==> src/design/assert_macros.svh <==
// Assertion macros shared by the scanner RTL.
`ifndef ASSERT_MACROS_SVH
`define ASSERT_MACROS_SVH

// Condition must hold at every clock edge outside reset.
`define ASSERT_ALWAYS(label, clk, rst, expr) \
  label: assert property (@(posedge clk) disable iff (rst) (expr)) \
    else $error("assertion failed: invariant");

// Same-cycle implication.
`define ASSERT_IMPLIES(label, clk, rst, ante, cons) \
  label: assert property (@(posedge clk) disable iff (rst) (ante) |-> (cons)) \
    else $error("assertion failed: implication");

// Next-cycle implication.
`define ASSERT_NEXT(label, clk, rst, ante, cons) \
  label: assert property (@(posedge clk) disable iff (rst) (ante) |=> (cons)) \
    else $error("assertion failed: next cycle");

`endif

==> src/design/jts_pkg.sv <==
// Types, constants and keyword tables of the JSON token scanner.
`default_nettype none

package jts_pkg;

  localparam int QUEUE_DEPTH  = 4;
  localparam int OUTBUF_DEPTH = 4;

  // Keyword selectors.
  localparam logic [1:0] KW_TRUE  = 2'd0;
  localparam logic [1:0] KW_FALSE = 2'd1;
  localparam logic [1:0] KW_NULL  = 2'd2;

  typedef enum logic [3:0] {
    KIND_STRING   = 4'd0,
    KIND_NUMBER   = 4'd1,
    KIND_BOOL     = 4'd2,
    KIND_NULL     = 4'd3,
    KIND_LBRACE   = 4'd4,
    KIND_RBRACE   = 4'd5,
    KIND_LBRACKET = 4'd6,
    KIND_RBRACKET = 4'd7,
    KIND_COLON    = 4'd8,
    KIND_COMMA    = 4'd9,
    KIND_FINISH   = 4'd10,
    KIND_ERROR    = 4'd11
  } kind_t;

  // Byte classes as seen between tokens.
  typedef enum logic [3:0] {
    CC_SPACE,
    CC_DQUOTE,
    CC_SQUOTE,
    CC_KEY_T,
    CC_KEY_F,
    CC_KEY_N,
    CC_PUNCT,
    CC_NUMSTART,
    CC_OTHER
  } char_class_t;

  typedef enum logic [1:0] {
    MODE_IDLE,
    MODE_STR,
    MODE_NUM,
    MODE_KEY
  } mode_t;

  typedef struct packed {
    logic [7:0]  data;
    logic        eoi;
    char_class_t cls;
    logic        numeric;
    logic        flt;
    logic        neg;
    kind_t       punct_kind;
  } cls_item_t;

  typedef struct packed {
    logic      valid;
    cls_item_t item;
  } q_head_t;

  typedef struct packed {
    kind_t       kind;
    logic [15:0] start;
    logic [15:0] length;
    logic        flt;
    logic        neg;
    logic        bv;
    logic        last;
  } rec_t;

  typedef struct packed {
    logic [1:0] n;
    rec_t       r0;
    rec_t       r1;
  } push_t;

  typedef struct packed {
    logic [2:0] free;
  } ob_stat_t;

  // Expected letter of keyword sel at position pos (true, false, null).
  function automatic logic [7:0] kw_char(input logic [1:0] sel, input logic [2:0] pos);
    logic [7:0] c;
    c = 8'h00;
    unique case (sel)
      KW_TRUE: begin
        unique case (pos)
          3'd0: c = 8'h74;
          3'd1: c = 8'h72;
          3'd2: c = 8'h75;
          3'd3: c = 8'h65;
          default: c = 8'h00;
        endcase
      end
      KW_FALSE: begin
        unique case (pos)
          3'd0: c = 8'h66;
          3'd1: c = 8'h61;
          3'd2: c = 8'h6C;
          3'd3: c = 8'h73;
          3'd4: c = 8'h65;
          default: c = 8'h00;
        endcase
      end
      default: begin
        unique case (pos)
          3'd0: c = 8'h6E;
          3'd1: c = 8'h75;
          3'd2: c = 8'h6C;
          3'd3: c = 8'h6C;
          default: c = 8'h00;
        endcase
      end
    endcase
    return c;
  endfunction

  function automatic logic [2:0] kw_len(input logic [1:0] sel);
    return (sel == KW_FALSE) ? 3'd5 : 3'd4;
  endfunction

endpackage

`default_nettype wire

==> src/design/jts_front.sv <==
// Front end: accepts input bytes, classifies them and queues them.
`default_nettype none

module jts_front (
  input  wire                  clk,
  input  wire                  rst,
  input  wire                  s_tvalid,
  output logic                 s_tready,
  input  wire  [7:0]           s_tdata,   // [7:0] data_byte
  input  wire                  s_tlast,   // end_of_input
  output jts_pkg::q_head_t     head,
  input  wire                  pop
);

  localparam int PW = $clog2(jts_pkg::QUEUE_DEPTH);

  jts_pkg::cls_item_t q [jts_pkg::QUEUE_DEPTH];
  jts_pkg::cls_item_t cur;
  logic [PW-1:0] wp;
  logic [PW-1:0] rp;
  logic [PW:0]   cnt;
  logic          push;

  always_comb begin
    cur            = '0;
    cur.data       = s_tdata;
    cur.eoi        = s_tlast;
    cur.cls        = jts_pkg::CC_OTHER;
    cur.punct_kind = jts_pkg::KIND_FINISH;
    unique case (s_tdata)
      8'h20, 8'h09, 8'h0A, 8'h0D: cur.cls = jts_pkg::CC_SPACE;
      8'h22: cur.cls = jts_pkg::CC_DQUOTE;
      8'h27: cur.cls = jts_pkg::CC_SQUOTE;
      8'h74: cur.cls = jts_pkg::CC_KEY_T;
      8'h66: cur.cls = jts_pkg::CC_KEY_F;
      8'h6E: cur.cls = jts_pkg::CC_KEY_N;
      8'h7B: begin
        cur.cls = jts_pkg::CC_PUNCT;
        cur.punct_kind = jts_pkg::KIND_LBRACE;
      end
      8'h7D: begin
        cur.cls = jts_pkg::CC_PUNCT;
        cur.punct_kind = jts_pkg::KIND_RBRACE;
      end
      8'h5B: begin
        cur.cls = jts_pkg::CC_PUNCT;
        cur.punct_kind = jts_pkg::KIND_LBRACKET;
      end
      8'h5D: begin
        cur.cls = jts_pkg::CC_PUNCT;
        cur.punct_kind = jts_pkg::KIND_RBRACKET;
      end
      8'h3A: begin
        cur.cls = jts_pkg::CC_PUNCT;
        cur.punct_kind = jts_pkg::KIND_COLON;
      end
      8'h2C: begin
        cur.cls = jts_pkg::CC_PUNCT;
        cur.punct_kind = jts_pkg::KIND_COMMA;
      end
      8'h00: begin
        cur.cls = jts_pkg::CC_PUNCT;
        cur.punct_kind = jts_pkg::KIND_FINISH;
      end
      8'h2D: begin
        cur.cls = jts_pkg::CC_NUMSTART;
        cur.numeric = 1'b1;
        cur.neg = 1'b1;
      end
      // plus continues a number but cannot start one
      8'h2B: cur.numeric = 1'b1;
      8'h2E, 8'h65, 8'h45: begin
        cur.numeric = 1'b1;
        cur.flt = 1'b1;
      end
      default: begin
        if (s_tdata >= 8'h30 && s_tdata <= 8'h39) begin
          cur.cls = jts_pkg::CC_NUMSTART;
          cur.numeric = 1'b1;
        end
      end
    endcase
  end

  assign s_tready = (cnt != (PW+1)'(jts_pkg::QUEUE_DEPTH));
  assign push     = s_tvalid && s_tready;

  assign head.valid = (cnt != '0);
  assign head.item  = q[rp];

  always_ff @(posedge clk) begin
    if (push) begin
      q[wp] <= cur;
    end
  end

  always_ff @(posedge clk) begin
    if (rst) begin
      wp  <= '0;
      rp  <= '0;
      cnt <= '0;
    end else begin
      if (push) begin
        wp <= wp + 1'b1;
      end
      if (pop) begin
        rp <= rp + 1'b1;
      end
      cnt <= cnt + (PW+1)'(push) - (PW+1)'(pop);
    end
  end

endmodule

`default_nettype wire

==> src/design/jts_back.sv <==
// Back end: token state machine, runs one queued byte per cycle while the record queue has room.
`default_nettype none

module jts_back #(
  parameter int OFFSET_WIDTH = 16
) (
  input  wire                  clk,
  input  wire                  rst,
  input  jts_pkg::q_head_t     head,
  output logic                 pop,
  input  jts_pkg::ob_stat_t    ob_stat,
  output jts_pkg::push_t       push
);

  jts_pkg::mode_t mode;
  jts_pkg::mode_t mode_next;
  logic                  quote_single, quote_single_next;
  logic [1:0]            kw_sel, kw_sel_next;
  logic [2:0]            kw_pos, kw_pos_next;
  logic [OFFSET_WIDTH:0] byte_offset, byte_offset_next;
  logic [15:0]           start_offset, start_offset_next;
  logic                  num_flt, num_flt_next;
  logic                  num_neg, num_neg_next;
  logic                  halted, halted_next;

  jts_pkg::cls_item_t it;
  jts_pkg::rec_t      ra, rb, rc;
  logic               a_v, b_v, c_v;
  logic               do_idle;
  logic [15:0]        off16;
  logic [2:0]         kp_inc;
  logic               own_q, other_q;
  logic [1:0]         n;

  function automatic jts_pkg::rec_t mk_rec(input jts_pkg::kind_t kind,
                                           input logic [15:0] start,
                                           input logic [15:0] len,
                                           input logic flt, input logic neg,
                                           input logic bv);
    jts_pkg::rec_t r;
    r.kind   = kind;
    r.start  = start;
    r.length = len;
    r.flt    = flt;
    r.neg    = neg;
    r.bv     = bv;
    r.last   = 1'b0;
    return r;
  endfunction

  assign it     = head.item;
  assign off16  = 16'(byte_offset);
  assign kp_inc = kw_pos + 3'd1;
  assign own_q  = quote_single ? (it.cls == jts_pkg::CC_SQUOTE)
                               : (it.cls == jts_pkg::CC_DQUOTE);
  assign other_q = quote_single ? (it.cls == jts_pkg::CC_DQUOTE)
                                : (it.cls == jts_pkg::CC_SQUOTE);

  always_comb begin
    mode_next         = mode;
    quote_single_next = quote_single;
    kw_sel_next       = kw_sel;
    kw_pos_next       = kw_pos;
    byte_offset_next  = byte_offset;
    start_offset_next = start_offset;
    num_flt_next      = num_flt;
    num_neg_next      = num_neg;
    halted_next       = halted;
    a_v = 1'b0;
    b_v = 1'b0;
    c_v = 1'b0;
    ra  = '0;
    rb  = '0;
    rc  = '0;
    do_idle = 1'b0;

    if (!halted) begin
      if (byte_offset[OFFSET_WIDTH]) begin
        // offset out of range: counter stays parked at the limit
        a_v = 1'b1;
        ra  = mk_rec(jts_pkg::KIND_ERROR, off16, 16'd0, 1'b0, 1'b0, 1'b0);
        halted_next = 1'b1;
        mode_next   = jts_pkg::MODE_IDLE;
      end else begin
        byte_offset_next = byte_offset + 1'b1;
        unique case (mode)
          jts_pkg::MODE_NUM: begin
            if (it.numeric) begin
              num_flt_next = num_flt | it.flt;
              num_neg_next = num_neg | it.neg;
            end else begin
              a_v = 1'b1;
              ra  = mk_rec(jts_pkg::KIND_NUMBER, start_offset, off16 - start_offset,
                           num_flt, num_neg, 1'b0);
              mode_next = jts_pkg::MODE_IDLE;
              do_idle   = 1'b1;
            end
          end
          jts_pkg::MODE_STR: begin
            if (own_q) begin
              a_v = 1'b1;
              ra  = mk_rec(jts_pkg::KIND_STRING, start_offset, off16 - start_offset,
                           1'b0, 1'b0, 1'b0);
              mode_next = jts_pkg::MODE_IDLE;
            end else if (other_q || it.data == 8'h00) begin
              a_v = 1'b1;
              ra  = mk_rec(jts_pkg::KIND_ERROR, off16, 16'd0, 1'b0, 1'b0, 1'b0);
              halted_next = 1'b1;
              mode_next   = jts_pkg::MODE_IDLE;
            end
          end
          jts_pkg::MODE_KEY: begin
            if (it.data == jts_pkg::kw_char(kw_sel, kw_pos)) begin
              if (kp_inc == jts_pkg::kw_len(kw_sel)) begin
                a_v = 1'b1;
                ra  = mk_rec((kw_sel == jts_pkg::KW_TRUE || kw_sel == jts_pkg::KW_FALSE)
                               ? jts_pkg::KIND_BOOL : jts_pkg::KIND_NULL,
                             start_offset, 16'(jts_pkg::kw_len(kw_sel)),
                             1'b0, 1'b0, (kw_sel == jts_pkg::KW_TRUE));
                mode_next   = jts_pkg::MODE_IDLE;
                kw_pos_next = 3'd0;
              end else begin
                kw_pos_next = kp_inc;
              end
            end else begin
              a_v = 1'b1;
              ra  = mk_rec(jts_pkg::KIND_ERROR, off16, 16'd0, 1'b0, 1'b0, 1'b0);
              halted_next = 1'b1;
              mode_next   = jts_pkg::MODE_IDLE;
            end
          end
          default: do_idle = 1'b1;
        endcase

        if (do_idle) begin
          unique case (it.cls)
            jts_pkg::CC_SPACE: ;
            jts_pkg::CC_DQUOTE, jts_pkg::CC_SQUOTE: begin
              mode_next         = jts_pkg::MODE_STR;
              quote_single_next = (it.cls == jts_pkg::CC_SQUOTE);
              start_offset_next = off16 + 16'd1;
            end
            jts_pkg::CC_KEY_T, jts_pkg::CC_KEY_F, jts_pkg::CC_KEY_N: begin
              mode_next = jts_pkg::MODE_KEY;
              kw_sel_next = (it.cls == jts_pkg::CC_KEY_T) ? jts_pkg::KW_TRUE :
                            (it.cls == jts_pkg::CC_KEY_F) ? jts_pkg::KW_FALSE :
                                                            jts_pkg::KW_NULL;
              kw_pos_next       = 3'd1;
              start_offset_next = off16;
            end
            jts_pkg::CC_NUMSTART: begin
              mode_next         = jts_pkg::MODE_NUM;
              start_offset_next = off16;
              num_flt_next      = it.flt;
              num_neg_next      = it.neg;
            end
            jts_pkg::CC_PUNCT: begin
              b_v = 1'b1;
              rb  = mk_rec(it.punct_kind, off16, 16'd1, 1'b0, 1'b0, 1'b0);
            end
            default: begin
              b_v = 1'b1;
              rb  = mk_rec(jts_pkg::KIND_ERROR, off16, 16'd0, 1'b0, 1'b0, 1'b0);
              halted_next = 1'b1;
              mode_next   = jts_pkg::MODE_IDLE;
            end
          endcase
        end
      end

      // end of input closes whatever is still open
      if (it.eoi && !halted_next) begin
        if (mode_next == jts_pkg::MODE_NUM) begin
          c_v = 1'b1;
          rc  = mk_rec(jts_pkg::KIND_NUMBER, start_offset_next,
                       off16 + 16'd1 - start_offset_next,
                       num_flt_next, num_neg_next, 1'b0);
        end else if (mode_next == jts_pkg::MODE_STR || mode_next == jts_pkg::MODE_KEY) begin
          c_v = 1'b1;
          rc  = mk_rec(jts_pkg::KIND_ERROR, off16, 16'd0, 1'b0, 1'b0, 1'b0);
        end
      end
    end

    if (it.eoi) begin
      mode_next         = jts_pkg::MODE_IDLE;
      quote_single_next = 1'b0;
      kw_sel_next       = 2'd0;
      kw_pos_next       = 3'd0;
      byte_offset_next  = '0;
      start_offset_next = 16'd0;
      num_flt_next      = 1'b0;
      num_neg_next      = 1'b0;
      halted_next       = 1'b0;
    end
  end

  // pack up to two of the three candidate records in order
  assign n = 2'(a_v) + 2'(b_v) + 2'(c_v);

  assign pop = head.valid && (3'(n) <= ob_stat.free);

  always_comb begin
    push.n  = pop ? n : 2'd0;
    push.r0 = a_v ? ra : (b_v ? rb : rc);
    push.r1 = a_v ? (b_v ? rb : rc) : rc;
    push.r0.last = (n == 2'd1);
    push.r1.last = 1'b1;
  end

  always_ff @(posedge clk) begin
    if (rst) begin
      mode <= jts_pkg::MODE_IDLE;
    end else if (pop) begin
      mode <= mode_next;
    end
  end

  always_ff @(posedge clk) begin
    if (rst) begin
      quote_single <= 1'b0;
      kw_sel       <= 2'd0;
      kw_pos       <= 3'd0;
      byte_offset  <= '0;
      start_offset <= 16'd0;
      num_flt      <= 1'b0;
      num_neg      <= 1'b0;
      halted       <= 1'b0;
    end else if (pop) begin
      quote_single <= quote_single_next;
      kw_sel       <= kw_sel_next;
      kw_pos       <= kw_pos_next;
      byte_offset  <= byte_offset_next;
      start_offset <= start_offset_next;
      num_flt      <= num_flt_next;
      num_neg      <= num_neg_next;
      halted       <= halted_next;
    end
  end

endmodule

`default_nettype wire

==> src/design/jts_outbuf.sv <==
// Output record queue: takes up to two records a cycle, sends one a cycle while m_tready is high.
`default_nettype none

module jts_outbuf (
  input  wire                  clk,
  input  wire                  rst,
  input  jts_pkg::push_t       push,
  output jts_pkg::ob_stat_t    stat,
  output logic                 m_tvalid,
  input  wire                  m_tready,
  output jts_pkg::rec_t        head
);

  localparam int PW = $clog2(jts_pkg::OUTBUF_DEPTH);

  jts_pkg::rec_t mem [jts_pkg::OUTBUF_DEPTH];
  logic [PW-1:0] wp;
  logic [PW-1:0] rp;
  logic [PW:0]   cnt;
  logic          pop;

  assign m_tvalid  = (cnt != '0);
  assign pop       = m_tvalid && m_tready;
  assign head      = mem[rp];
  assign stat.free = 3'((PW+1)'(jts_pkg::OUTBUF_DEPTH) - cnt);

  always_ff @(posedge clk) begin
    if (push.n != 2'd0) begin
      mem[wp] <= push.r0;
    end
    if (push.n == 2'd2) begin
      mem[wp + 1'b1] <= push.r1;
    end
  end

  always_ff @(posedge clk) begin
    if (rst) begin
      wp  <= '0;
      rp  <= '0;
      cnt <= '0;
    end else begin
      wp  <= wp + PW'(push.n);
      if (pop) begin
        rp <= rp + 1'b1;
      end
      cnt <= cnt + (PW+1)'(push.n) - (PW+1)'(pop);
    end
  end

endmodule

`default_nettype wire

==> src/design/json_token_scanner.sv <==
// An accepted byte is registered in the byte queue, and its token records in the record queue.
// Throughput: one byte per cycle while each byte yields at most one record and
// m_tready is high; the single-record output port sets the rate.
// A 4-entry byte queue and a 4-entry record queue decouple the two sides.
// Reset (rst, synchronous): empties both queues and returns the scanner to idle, offset 0.
`default_nettype none
`include "assert_macros.svh"

module json_token_scanner #(
  parameter int OFFSET_WIDTH = 16
) (
  input  wire         clk,
  input  wire         rst,
  input  wire         s_tvalid,
  output logic        s_tready,
  input  wire  [7:0]  s_tdata,   // [7:0] data_byte
  input  wire         s_tlast,   // end_of_input
  output logic        m_tvalid,
  input  wire         m_tready,
  output logic [39:0] m_tdata,   // [15:0] token_start, [31:16] token_length,
                                 // [32] is_floating, [33] is_negative, [34] bool_value
  output logic [3:0]  m_tuser,   // [3:0] token_kind
  output logic        m_tlast    // last_of_item
);

  jts_pkg::q_head_t  q_head;
  logic              q_pop;
  jts_pkg::push_t    bk_push;
  jts_pkg::ob_stat_t ob_stat;
  jts_pkg::rec_t     out_rec;

  jts_front u_front (
    .clk      (clk),
    .rst      (rst),
    .s_tvalid (s_tvalid),
    .s_tready (s_tready),
    .s_tdata  (s_tdata),
    .s_tlast  (s_tlast),
    .head     (q_head),
    .pop      (q_pop)
  );

  jts_back #(
    .OFFSET_WIDTH (OFFSET_WIDTH)
  ) u_back (
    .clk     (clk),
    .rst     (rst),
    .head    (q_head),
    .pop     (q_pop),
    .ob_stat (ob_stat),
    .push    (bk_push)
  );

  jts_outbuf u_outbuf (
    .clk      (clk),
    .rst      (rst),
    .push     (bk_push),
    .stat     (ob_stat),
    .m_tvalid (m_tvalid),
    .m_tready (m_tready),
    .head     (out_rec)
  );

  assign m_tdata = {5'd0, out_rec.bv, out_rec.neg, out_rec.flt,
                    out_rec.length, out_rec.start};
  assign m_tuser = out_rec.kind;
  assign m_tlast = out_rec.last;

  // records pushed never overrun the output queue
  `ASSERT_ALWAYS(a_push_room, clk, rst, 3'(bk_push.n) <= ob_stat.free)
  // an accepted byte is visible to the back end on the next cycle
  `ASSERT_NEXT(a_front_fill, clk, rst, s_tvalid && s_tready, q_head.valid)
  // error records carry zero length
  `ASSERT_IMPLIES(a_err_len, clk, rst, m_tvalid && m_tuser == jts_pkg::KIND_ERROR,
                  m_tdata[31:16] == 16'd0)
  // number flags only on number records
  `ASSERT_IMPLIES(a_num_flags, clk, rst, m_tvalid && m_tuser != jts_pkg::KIND_NUMBER,
                  m_tdata[33:32] == 2'd0)

endmodule

`default_nettype wire
==> config.mk <==
export PLATFORM = sky130hd
export DESIGN_NAME = json_token_scanner
export DESIGN_NICKNAME = d
export VERILOG_FILES = /design/src/design/jts_pkg.sv /design/src/design/jts_front.sv /design/src/design/jts_back.sv /design/src/design/jts_outbuf.sv /design/src/design/json_token_scanner.sv
export VERILOG_INCLUDE_DIRS = /design/src /design/src/design
export SDC_FILE = /design/constraint.sdc
export NUM_CORES = 1
export LEC_CHECK = 0
export BUFFER_PORTS_ARGS = -buffer_cell sky130_fd_sc_hd__buf_2
export CAP_MARGIN = 0
export CORE_MARGIN = 1
export CORE_UTILIZATION = 49
export DETAILED_ROUTE_END_ITERATION = 10
export PLACE_DENSITY = 0.64
export SYNTH_ARGS = -nofsm -noshare
export SYNTH_HDL_FRONTEND = slang
export SYNTH_SLANG_ARGS = --single-unit
==> constraint.sdc <==
create_clock -name clk -period 13.11 [get_ports clk]
set_input_delay 0.6555 -clock clk [delete_from_list [all_inputs] [get_ports clk]]
set_output_delay 0.6555 -clock clk [all_outputs]
set_load 0.005 [all_outputs]
Word level (Yosys, flattened, before mapping)
Memory sizes are Yosys's and may differ from the RTL's. A register that Yosys moved wholly into a read port is not among the register bits.
Cells that the tools add are included.

word-level totals
  memories = 2
  flip-flop bits (word level) = 58
  input bits = 13
  memory bits (writable) = 240
  output and inout bits = 47

memories
  name          depth  width  read ports  clocked after memory_dff  wr ports  line              RTL
  u_outbuf.mem  4      40     1           1                         2         jts_outbuf.sv:16  jts_pkg::rec_t mem [jts_pkg::OUTBUF_DEPTH];
  u_front.q     4      20     1           1                         1         jts_front.sv:17   jts_pkg::cls_item_t q [jts_pkg::QUEUE_DEPTH];

operators by class
  add/sub/neg operators = 17
  eq/ne operators = 45
  bitwise logic cells = 2
  multiplexer cells = 130
  $lt $le $gt $ge = 3
  reduce and logical (&&, ||, !) cells = 38

operators with widths
  kind                                                  count
  two-way mux 40 bit                                    16
  case mux 40 bit (3 select lines)                      1
  two-way mux 16 bit                                    5
  case mux 40 bit (2 select lines)                      1
  equality test 8 x 7 -> 1 bit (second input constant)  9
  equality test 8 x 6 -> 1 bit (second input constant)  8
  two-way mux 1 bit                                     56
  two-way mux 17 bit                                    3
  two-way mux 2 bit                                     22
  two-way mux 37 bit                                    1
  case mux 4 bit (9 select lines)                       1
  case mux 7 bit (5 select lines)                       1
  case mux 16 bit (2 select lines)                      1
  subtractor 16 bit                                     2
  case mux 7 bit (4 select lines)                       1
  equality test 8 x 4 -> 1 bit (second input constant)  3
  two-way mux 3 bit                                     8
  two-way mux 8 bit                                     3
  case mux 4 bit (6 select lines)                       1
  case mux 7 bit (3 select lines)                       1
  adder 17 x 1 -> 17 bit (second input constant)        1
  adder 16 x 1 -> 16 bit (second input constant)        1
  equality test 4 x 3 -> 1 bit (second input constant)  4
  logical NOT 8 bit                                     2
  48 further kinds                                      83

Logic depth before layout (Yosys ltp)
Gate-level depths: netlist of the first run.

  depth in word-level cells = 27
  depth in mapped cells = 28
  mapped depth without buffers = 26

Cells and area by module
A second synthesis of the first run with hierarchy kept.

second synthesis, totals
  cells, all modules = 1544
  area, all modules = 17971.0 µm²

by module, submodules not included
  module              times used  cells each  area an instance (µm²)
  jts_outbuf          1           442         8172.8
  jts_back            1           871         5955.7
  jts_front           1           225         3801.1
  json_token_scanner  1           6           41.3

Least setup slack after synthesis of the first run
No wires, ideal clock.

  path kind = reg-to-reg
  start point = reg u_back.kw_pos[2]
  end point = mem u_outbuf.mem[1][10] (netlist bit), enable pin
  arrival time = 5.848 ns
  path slack = 6.745 ns
  cell stages (with the launch flop) = 23
  setup time = 0.517 ns
  cells stage by stage = dfxtp_1 clkbuf_1 inv_1 ha_1 mux2_2 or3_1 a221o_1 or4_4 buf_6 o31a_1 nor2_1 o21a_1 inv_1 fa_1 ha_1 nand2_1 nand2_1 o32ai_1 a21oi_1 nand2_1 clkbuf_1 buf_1 nand2_1

RTL lines
  item                      line              RTL
  start: declaration        jts_back.sv:19    logic [2:0] kw_pos, kw_pos_next;
  start signal: assignment  jts_back.sv:232   kw_pos <= kw_pos_next;
  end: declaration          jts_outbuf.sv:16

==> results.sh, run 1 <==
export IMPL_status="finished, final reports clean"
export IMPL_cp_end_kind="register"
export IMPL_cp_data_required_time_ps=13240
export IMPL_fillers=2952
export IMPL_use_met2=0.4259
export IMPL_power_frac_clock=0.263
export IMPL_power_switching_mw=1.444
export IMPL_cts_root_buf="clkbuf_16"
export IMPL_yosysWarnings=0
export IMPL_dp_cells=1960
export IMPL_synth_edf_count=232
export IMPL_total_power_mw=3.803
export IMPL_multi_input_comb_area_sq_mm=0.007875
export IMPL_vdd_drop_max_uv=125.8
export IMPL_numCtsBuffers=34
export IMPL_holdBufCountCts=0
export IMPL_worstSkewPairLatency_ps=540
export IMPL_seq_area_sq_mm=0.008371
export IMPL_setup_tns_ps=0
export IMPL_seq_power_share=0.343
export IMPL_finalCritPeriodShare=0.5743
export IMPL_post_cts_resized=0
export IMPL_finish_net_count=1614
export IMPL_holdWs_ps=356.0
export IMPL_max_slew_margin=0.2284
export IMPL_fp_row_count=67
export IMPL_cts_tree="built"
export IMPL_drt_iter0_drc=1654
export IMPL_htreeDepth=2
export IMPL_clkSlewWorstSetupHoldPaths_ps=60
export IMPL_start_util=0.4994
export IMPL_power_frac_comb=0.394
export IMPL_drc_errors=0
export IMPL_mostFrequentLayoutCells="232 x edfxtp_1, 175 x nor2_1, 115 x o22ai_1, 104 x nand2_1, 93 x a21oi_1"
export IMPL_cts_buffer_depth=3
export IMPL_die_h_microns=187.3
export IMPL_coreArea_sq_mm=0.03370
export IMPL_dr_pass1_iters=6
export IMPL_cts_setup_buffers=0
export IMPL_drive_above_1_share=0.1404
export IMPL_avgViaCountPerCell=6.412
export IMPL_critPathMaxFanout=39
export IMPL_grt_pass1_vias=12370
export IMPL_layout_commonest_cell="edfxtp_1"
export IMPL_netlist_instances=1537
export IMPL_wl_microns=47050
export IMPL_grt_pass1_wl_microns=71930
export IMPL_die_area_sq_mm=0.03509
export IMPL_grt_overflow=0
export IMPL_ys_seq_area_frac=0.4972
export IMPL_period_needed_ps=7529
export IMPL_rrSetupSlack_ps=5580
export IMPL_cts_sinks=302
export IMPL_drt_antenna_violating_nets=0
export IMPL_grt_max_degree=60
export IMPL_max_freq_mhz=132.8
export IMPL_rsz0062_at_grt="false"
export IMPL_ios=60
export IMPL_hold_violations=0
export IMPL_antenna_found_initial=0
export IMPL_die_w_microns=187.3
export IMPL_antenna_cells=0
export IMPL_hpwl_microns=32530
export IMPL_leakagePower_nw=6.224
export IMPL_place_area_sq_mm=0.01741
export IMPL_area_growth_pct=10.46
export IMPL_power_density_mw_per_mm2=204.5
export IMPL_hold_path_class="in -> reg"
export IMPL_drv_cap=0
export IMPL_globalplace_congestion=0.9410
export IMPL_grt_met3_usage=0.04634
export IMPL_async_flop_share=0
export IMPL_start_kind="register"
export IMPL_ys_ff_latch=302
export IMPL_worst_setup_path_type="reg -> reg"
export IMPL_avgSynthCellArea_sq_um=10.95
export IMPL_finClkSkew_ps=30.56
export IMPL_vias=12970
export IMPL_synth_cell_types=83
export IMPL_finalMaxSlewViolations=0
export IMPL_use_met1=0.3693
export IMPL_io_buffers=54
export IMPL_fin_cells=2022
export IMPL_setup_violations=0
export IMPL_dominantRegCellSynth="edfxtp_1"
export IMPL_worst_pin_slew_ps=1153
export IMPL_hold_start="s_tlast"
export IMPL_switching_share=0.3798
export IMPL_busiest_layer="met2"
export IMPL_grt_total_usage=0.2649
export IMPL_internal_power_mw=2.359
export IMPL_netlist_area_sq_mm=0.01683
export IMPL_critPathArrivalTime_ps=7660
export IMPL_wl_per_cell_microns=23.27
export IMPL_fin_area_sq_mm=0.01859
-- flip-flops by register name, indices dropped and copies added, names as in the netlist, named ones only --
signal and cells:
u_outbuf.cnt 3, u_front.q 80, u_outbuf.wp 2, u_back.num_flt 1
u_back.quote_single 1, u_outbuf.rp 2, u_back.kw_sel 2, u_back.num_neg 1
u_back.byte_offset 17, u_back.halted 1, u_back.kw_pos 3, u_outbuf.mem 160
u_front.cnt 3, u_front.rp 2, u_back.mode 2, u_back.start_offset 16
u_front.wp 2
-- critical path, cell delays in order (launching register included) --
cell	delay, ps
dfxtp_1	310
buf_4	380
mux4_1	750
or2_2	360
a211oi_1	180
buf_4	240
o31ai_1	80
and2_1	210
a311oi_4	250
buf_4	350
inv_1	220
fa_1	830
ha_1	240
inv_1	40
a21oi_1	140
o32ai_1	90
buf_4	190
nor2_1	400
nand4_1	730
nand2_2	1090
-- kinds of logic (layout without fill, tap and decap cells) --
kind of cell / count (synthesis) / in the layout / synth area share
adders and majority gates: 53 / 53 / 0.04163
buffers and inverters: 155 / 188 / 0.03814
and+or+nand+nor: 459 / 459 / 0.1272
DFF: 302 / 302 / 0.4972
muxes: 71 / 71 / 0.08921
other: 1 / 5 / 0.0002228
AOI/OAI and AO/OA: 446 / 446 / 0.1804
xor gates and xnor gates: 50 / 50 / 0.02602
-- synthesized netlist by cell type, drive strengths merged (31+ instances only) --
| master | number | area, sq um |
|---|---|---|
| ha | 48 | 600.6 |
| a221o | 33 | 330.3 |
| edfxtp | 232 | 6967 |
| inv | 53 | 198.9 |
| o22ai | 119 | 769.5 |
| nor3 | 33 | 170.2 |
| clkbuf | 72 | 270.3 |
| mux4 | 62 | 1408 |
| o21ai | 52 | 260.3 |
| nor2 | 176 | 663.1 |
| nand3 | 31 | 155.2 |
| nand2 | 108 | 405.4 |
| xnor2 | 36 | 315.3 |
| dfxtp | 70 | 1401 |
| a21oi | 98 | 498.0 |
-- worst paths after layout --
path,endpoint,cells past startpoint
worst max-delay path,u_outbuf.mem[0][28]$_DFFE_PP_,19
worst min-delay path,u_front.q[3][11]$_DFFE_PP_,1
worst max register to register,u_outbuf.mem[0][28]$_DFFE_PP_,19
worst min register to register,u_outbuf.mem[0][1]$_SDFFE_PP0N_,2
-- power groups by stage --
stage / combinational, mW / sequential, mW / clock [mW]
detailed placement: 1.48 / 1.32 / 0
CTS: 1.49 / 1.31 / 1.01
floorplan: 1.03 / 1.28 / 0
global route: 1.61 / 1.32 / 1.05
finish: 1.50 / 1.30 / 1.00
global placement: 1.46 / 1.32 / 0
-- layout make-up --
| class | count | share of cell area |
|---|---|---|
| Timing Repair Buffer | 72 | 0.02180 |
| Tap cell | 448 | 0.03015 |
| Multi-Input combinational cell | 1084 | 0.4236 |
| Sequential cell | 302 | 0.4502 |
| Clock buffer | 37 | 0.04751 |
| Clock inverter | 25 | 0.01582 |
| Inverter | 54 | 0.01090 |
-- metrics by stage --
step | util | setup slack (ps)
2_1_floorplan | - | 6745
3_3_place_gp | 0.5167 | 5919
3_5_place_dp | 0.5167 | 5678
4_1_cts | 0.5517 | 5635
5_1_grt | 0.5517 | 5213
6_report | 0.5517 | 5581
-- per-layer routing --
metal / wire, microns / vias up
met4: 1118 / 0
met5: 0 / -
met1: 20170 / 6273
met2: 21550 / 666
met3: 4210 / 88
li1: - / 5939
(Power assumes the default switching activity.)
==> run 2: changes to the inputs <==
--- a/config.mk
+++ b/config.mk
@@ -6,12 +6,13 @@
 export SDC_FILE = /design/constraint.sdc
 export NUM_CORES = 1
 export LEC_CHECK = 0
+export ABC_AREA = 1
 export BUFFER_PORTS_ARGS = -buffer_cell sky130_fd_sc_hd__buf_2
 export CAP_MARGIN = 0
 export CORE_MARGIN = 1
 export CORE_UTILIZATION = 49
 export DETAILED_ROUTE_END_ITERATION = 10
-export PLACE_DENSITY = 0.64
+export PLACE_DENSITY = 0.67
 export SYNTH_ARGS = -nofsm -noshare
 export SYNTH_HDL_FRONTEND = slang
 export SYNTH_SLANG_ARGS = --single-unit
==> constraint.sdc (replaced) <==
create_clock -name clk -period 6.5 [get_ports clk]
set_input_delay 0.325 -clock clk [delete_from_list [all_inputs] [get_ports clk]]
set_output_delay 0.325 -clock clk [all_outputs]
set_load 0.005 [all_outputs]
==> run 2 against run 1 <==
  * Via count up 33%
  * Critical endpoint is now u_back.byte_offset[16]$_SDFFE_PP0P_
  * Critical path depth up 6
  * Die area up 11%
==> results.sh, run 2 <==
export IMPL_crit_buf_inv=3
export IMPL_critPathMaxFanout=16
export IMPL_ios=60
export IMPL_dominantRegCellSynth="edfxtp_1"
export IMPL_htreeDepth=2
export IMPL_die_area_sq_mm=0.03909
export IMPL_wl_per_cell_microns=19.19
export IMPL_power_frac_clock=0.160
export IMPL_path_common_cell="nand2_1"
export IMPL_synthTopCellsByCount="856 x nand2_1, 232 x edfxtp_1, 227 x nor2_1"
export IMPL_yosys_area_top_type="edfxtp_1"
export IMPL_hold_violations=0
export IMPL_worst_slack_ps=854.4
export IMPL_yosysWarnings=0
export IMPL_ys_ff_latch=302
export IMPL_ys_seq_area_frac=0.4458
export IMPL_fillers=3590
export IMPL_power_switching_mw=6.196
export IMPL_dr_pass1_iters=6
export IMPL_status="finished, final reports clean"
export IMPL_rsz0062_at_grt="false"
export IMPL_cts_sinks=302
export IMPL_drc_errors=0
export IMPL_cp_end_kind="register"
export IMPL_numCtsBuffers=35
export IMPL_top_register="u_outbuf.mem"
export IMPL_grt_total_usage=0.2988
export IMPL_cp_num_cells=25
export IMPL_setup_tns_ps=0
export IMPL_layout_commonest_cell="nand2_1"
export IMPL_rr_endpoint="u_back.byte_offset[16]$_SDFFE_PP0P_"
export IMPL_seq_power_share=0.244
export IMPL_drv_cap=0
export IMPL_top_regs="u_outbuf.mem: 160 flops, u_front.q: 80 flops, u_back.byte_offset: 17 flops"
export IMPL_worst_pin_slew_ps=998.8
export IMPL_critical_path_slowest_cell="fa_1"
export IMPL_finClkSkew_ps=21.91
export IMPL_start_util=0.4983
export IMPL_synth_edf_count=232
export IMPL_drt_antenna_violating_nets=0
export IMPL_max_freq_mhz=177.1
export IMPL_rrSetupSlack_ps=850
export IMPL_start_kind="register"
export IMPL_globalplace_congestion=0.9715
export IMPL_yosysTopAreaCellShare=0.3712
export IMPL_async_flop_share=0
export IMPL_worst_setup_path_type="reg -> reg"
export IMPL_drive_above_1_share=0.09022
export IMPL_yosysMostFrequentCell="nand2_1"
export IMPL_max_stage_delay_ps=660
export IMPL_cp_data_required_time_ps=6910
export IMPL_grt_max_degree=82
export IMPL_io_buffers=54
export IMPL_max_slew_margin=0.3341
export IMPL_grt_pass1_wl_microns=89640
export IMPL_drt_iter0_drc=1597
export IMPL_synth_cell_types=60
export IMPL_cts_buffer_depth=3
export IMPL_hpwl_microns=40740
export IMPL_wl_microns=58090
export IMPL_startpoint="u_back.kw_pos[0]$_SDFFE_PP0P_"
export IMPL_hold_path_class="in -> reg"
export IMPL_fp_row_count=71
export IMPL_setup_violations=0
export IMPL_grt_overflow=0
export IMPL_cts_root_buf="clkbuf_16"
export IMPL_mostFrequentLayoutCells="852 x nand2_1, 232 x edfxtp_1, 222 x nor2_1, 197 x inv_1, 165 x nand3_1"
export IMPL_cp_top_family="simple AND/OR/NAND/NOR gates"
export IMPL_avgViaCountPerCell=5.700
export IMPL_die_w_microns=197.7
export IMPL_netlist_area_sq_mm=0.01877
export IMPL_avgSynthCellArea_sq_um=7.587
export IMPL_netlist_instances=2474
export IMPL_finalMaxSlewViolations=0
export IMPL_crit_path_end="u_back.byte_offset[16]$_SDFFE_PP0P_"
export IMPL_die_h_microns=197.7
export IMPL_grt_pass1_vias=15990
export IMPL_largest_reg_flops=160
export IMPL_coreArea_sq_mm=0.03767
export IMPL_switching_share=0.5176
export IMPL_area_growth_pct=9.879
export IMPL_antenna_cells=0
export IMPL_r2r_start="u_back.kw_pos[0]$_SDFFE_PP0P_"
export IMPL_power_density_mw_per_mm2=580.4
export IMPL_synth_area_top_cells="edfxtp_1 37%, nand2_1 17%, dfxtp_1 7.5%, nor2_1 4.5%, nand3_1 4.4%"
export IMPL_internal_power_mw=5.775
export IMPL_pre_cts_ws_ps=919.2
export IMPL_cts_setup_buffers=0
export IMPL_vias=17250
export IMPL_fin_area_sq_mm=0.02062
export IMPL_finalCritPeriodShare=0.8686
export IMPL_clkSlewWorstSetupHoldPaths_ps=60
export IMPL_place_area_sq_mm=0.01951
export IMPL_critPathArrivalTime_ps=6060
export IMPL_vdd_drop_max_uv=368.1
export IMPL_power_frac_comb=0.596
export IMPL_finish_net_count=2558
export IMPL_leakagePower_nw=8.790
export IMPL_antenna_found_initial=0
export IMPL_reg2reg_depth=25
export IMPL_worstSkewPairLatency_ps=560
export IMPL_cts_tree="built"
export IMPL_period_needed_ps=5646
==> run 2: changes by cell type after synthesis, sizes merged, moves of 16 or more <==
cell   before  now
nand2     108  872
inv        53  210
o21ai      52  191
nand3      31  168
nor2      176  244
mux4       62    0
o22ai     119   65
a221o      33    0
xnor2      36   10
nor2b      25    0
buf        29   51
a22oi      24    6
nand4       8   26
a22o       16    0
==> run 2: repair_timing <==
| item | 4_1_cts | 5_1_grt |
|---|---|---|
| resized for setup | 0 | 0 |
| setup endpoints to repair | 0 | 0 |
| hold buffers | 1 | 0 |
| hold endpoints to repair | 4 | 0 |
==> run 2: cell families (layout without fill, tap and decap cells) <==
logic type | after synthesis | after routing | synth area share
AO/OA/AOI/OAI | 397 | 397 | 0.1221
XOR/XNOR | 38 | 38 | 0.01773
adder cells (fa/ha/maj) | 53 | 53 | 0.03733
buffers and inverters | 331 | 369 | 0.07272
flip-flops | 302 | 302 | 0.4458
other | 1 | 5 | 0.0001998
AND/OR/NAND/NOR | 1352 | 1352 | 0.3041
==> run 2: through the flow <==
step	hold slack [ps]	power, mW	cells	util
2_1_floorplan	423.9	7.537	2478	-
3_3_place_gp	456.2	9.933	2965	0.5180
3_5_place_dp	464.2	9.972	2965	0.5180
4_1_cts	14.81	11.90	3027	0.5476
5_1_grt	26.18	12.69	3027	0.5476
6_report	30.15	11.97	3027	0.5476
==> run 2: how the worst min path moves through the flow <==
| stage | start | end | slack, ps | cells after the start |
|---|---|---|---|---|
| floorplan | s_tlast | u_front.q[0][11]$_DFFE_PP_ | 420 | 0 |
| global placement | u_outbuf.rp[0]$_SDFFE_PP0P_ | u_outbuf.rp[0]$_SDFFE_PP0P_ | 460 | 1 |
| detailed placement | u_outbuf.mem[1][0]$_SDFFE_PP1P_ | u_outbuf.mem[1][0]$_SDFFE_PP1P_ | 460 | 1 |
| CTS | s_tdata[7] | u_front.q[0][19]$_DFFE_PP_ | 10 | 1 |
| global route | s_tdata[4] | u_front.q[3][16]$_DFFE_PP_ | 30 | 1 |
| finish | s_tdata[4] | u_front.q[2][16]$_DFFE_PP_ | 30 | 1 |
==> run 2: final cells by class <==
type | instances | area (sq um) | share of cell area
clock buffers | 50 | 1003 | 0.04865
clock inverters | 11 | 101.3 | 0.004914
inverters | 216 | 810.8 | 0.03931
multi-input cells | 1845 | 9092 | 0.4409
flip-flops and latches | 302 | 8369 | 0.4058
well taps | 511 | 639.4 | 0.03100
repair buffers | 92 | 608.1 | 0.02948
==> run 2: power by group through the flow <==
stage	registers, mW	clock network [mW]	logic, mW
after global placement	2.95	0	6.99
after detailed placement	2.95	0	7.02
final	2.92	1.92	7.13
after CTS	2.92	1.94	7.04
after global routing	2.96	2.01	7.72
after floorplan	2.92	0	4.62
==> run 2: routing by layer <==
metal  routed length (microns)  global-route usage
met1                     24820              0.4048
met5                         0                   0
met2                     26670              0.4797
met4                      1652              0.1065
met3                      4936             0.05297
==> run 3: changes to the inputs <==
--- a/config.mk
+++ b/config.mk
@@ -12,7 +12,7 @@
 export CORE_MARGIN = 1
 export CORE_UTILIZATION = 49
 export DETAILED_ROUTE_END_ITERATION = 10
-export PLACE_DENSITY = 0.67
+export PLACE_DENSITY_LB_ADDON = 0.08
 export SYNTH_ARGS = -nofsm -noshare
 export SYNTH_HDL_FRONTEND = slang
 export SYNTH_SLANG_ARGS = --single-unit
==> run 3 against run 2 <==
  * Routed wire length grew 2.2%
  * Global-route usage rose by 0.82 points
  * Setup slack got worse by 250 ps
  * Sequential power is essentially flat
  * Fmax fell by 4.2%
  * Die area unchanged
  * Non-clock buffer count shrank 6
  * Critical path depth up 3
  * Largest cell class unchanged
  * Power is 2.5% lower
  * Highest routed layer is now met5
==> results.sh, run 3 (synthesized netlist as in run 2, its figures left out) <==
export IMPL_status="finished, final reports clean"
export IMPL_fin_cells=3022
export IMPL_rsz0062_at_grt="false"
export IMPL_clkSlewWorstSetupHoldPaths_ps=60
export IMPL_top_regs="u_outbuf.mem: 160 flops, u_front.q: 80 flops, u_back.byte_offset: 17 flops"
export IMPL_vias=17100
export IMPL_critPathMaxFanout=37
export IMPL_hpwl_microns=42310
export IMPL_worst_pin_slew_ps=1066
export IMPL_antenna_cells=0
export IMPL_period_needed_ps=5892
export IMPL_drt_antenna_violating_nets=0
export IMPL_path_common_cell="nand2_1"
export IMPL_worstSkewPairLatency_ps=550
export IMPL_cts_buffer_depth=3
export IMPL_grt_pass1_vias=15850
export IMPL_place_area_sq_mm=0.01941
export IMPL_finClkSkew_ps=17.03
export IMPL_area_growth_pct=9.505
export IMPL_htreeDepth=2
export IMPL_fp_row_count=71
export IMPL_wl_per_cell_microns=19.65
export IMPL_mostFrequentLayoutCells="852 x nand2_1, 232 x edfxtp_1, 222 x nor2_1, 197 x inv_1, 165 x nand3_1"
export IMPL_die_w_microns=197.7
export IMPL_max_slew_margin=0.2864
export IMPL_wl_microns=59380
export IMPL_dp_cells=2959
export IMPL_max_stage_delay_ps=680
export IMPL_avgViaCountPerCell=5.659
export IMPL_coreArea_sq_mm=0.03767
export IMPL_cts_setup_buffers=0
export IMPL_start_util=0.4983
export IMPL_cts_sinks=302
export IMPL_cp_end_kind="register"
export IMPL_grt_pass1_wl_microns=91230
export IMPL_leakagePower_nw=8.772
export IMPL_finalCritPeriodShare=0.9064
export IMPL_critPathArrivalTime_ps=6310
export IMPL_total_power_mw=11.67
export IMPL_cts_tree="built"
export IMPL_grt_overflow=0
export IMPL_worst_setup_path_type="reg -> reg"
export IMPL_start_kind="register"
export IMPL_globalplace_congestion=0.9636
export IMPL_cp_data_required_time_ps=6920
export IMPL_fin_area_sq_mm=0.02055
export IMPL_ios=60
export IMPL_layout_commonest_cell="nand2_1"
export IMPL_power_density_mw_per_mm2=568.0
export IMPL_finish_net_count=2553
export IMPL_setup_tns_ps=0
export IMPL_grt_max_degree=82
export IMPL_die_h_microns=197.7
export IMPL_vdd_drop_max_uv=445.1
export IMPL_utilization=0.5457
export IMPL_drc_errors=0
export IMPL_drive_above_1_share=0.08921
export IMPL_hold_path_class="in -> reg"
export IMPL_critical_path_slowest_cell="fa_1"
export IMPL_max_freq_mhz=169.7
export IMPL_drv_cap=0
export IMPL_setup_violations=0
export IMPL_finalMaxSlewViolations=0
export IMPL_grt_total_usage=0.3071
export IMPL_antenna_found_initial=2
export IMPL_hold_violations=0
export IMPL_numCtsBuffers=36
export IMPL_dr_pass1_iters=7
export IMPL_io_buffers=54
export IMPL_largest_reg_flops=160
export IMPL_drt_iter0_drc=1717
export IMPL_cts_root_buf="clkbuf_16"
export IMPL_die_area_sq_mm=0.03909
export IMPL_top_register="u_outbuf.mem"
[run 3: changes by cell type in the layout (fill, tap and decap cells not counted), moves of 2 or more]
cell        before  now
buf_12           4    0
buf_4           33   31
clkbuf_1         9    6
clkbuf_8         5    1
clkinv_2         3    6
clkinv_4         1    3
clkinvlp_4       2    0
inv_6            1    4
[run 3: cell type report]
type | instances | area [sq um]
multi-input combinational | 1845 | 9097
fill | 3651 | 17110
sequential | 302 | 8369
clock inverter | 18 | 162.7
tap | 511 | 639.4
inverter | 216 | 810.8
timing repair buffer | 86 | 513.0
clock buffer | 44 | 962.2
[run 3: critical path: cells and delay by family, from the launching register on]
kind                       cells  cell delay [ps]
and+or+nand+nor               20             2940
adders and majority gates      4             1310
buffers and inverters          3              920
DFF                            1              360
AOI/OAI and AO/OA              1              180
[run 3: final timing paths]
| path | endpoint | depth (start not counted) | start | slack, ps |
|---|---|---|---|---|
| max | u_outbuf.mem[3][14]$_DFFE_PP_ | 28 | u_back.kw_pos[0]$_SDFFE_PP0P_ | 610 |
| min | u_front.q[0][16]$_DFFE_PP_ | 1 | s_tdata[4] | 40 |
| max reg2reg | u_outbuf.mem[3][14]$_DFFE_PP_ | 28 | u_back.kw_pos[0]$_SDFFE_PP0P_ | 610 |
| min reg2reg | register | 1 | u_outbuf.rp[0]$_SDFFE_PP0P_ | 470 |
[run 3: power by group]
group	total (mW)	internal [mW]	switching, mW	leakage (nW)
clock	1.96	1.14	0.822	0.557
combinational	6.79	1.80	4.99	5.60
sequential	2.92	2.74	0.176	2.62
[run 3: metal layers]
metal,share of wire,vias up,track usage
met5,0.00039,-,0
met4,0.023,4,0.09532
met3,0.077,88,0.04650
met2,0.47,724,0.5042
met1,0.43,8042,0.4168
li1,-,8243,-
[run 3: what timing repair did]
| item | CTS | global route |
|---|---|---|
| resized for setup | 0 | 1 |
| hold endpoints to repair | 4 | 0 |
| hold buffers | 1 | 0 |
| setup endpoints to repair | 0 | 8 |
[run 3: stage by stage]
stage / hold slack, ps / setup WS [ps]
floorplan: 423.9 / 1078
detailed placement: 459.4 / 561.0
global placement: 460.0 / 737.8
finish: 36.51 / 608.1
CTS: 21.64 / 513.5
global route: 34.23 / 95.26
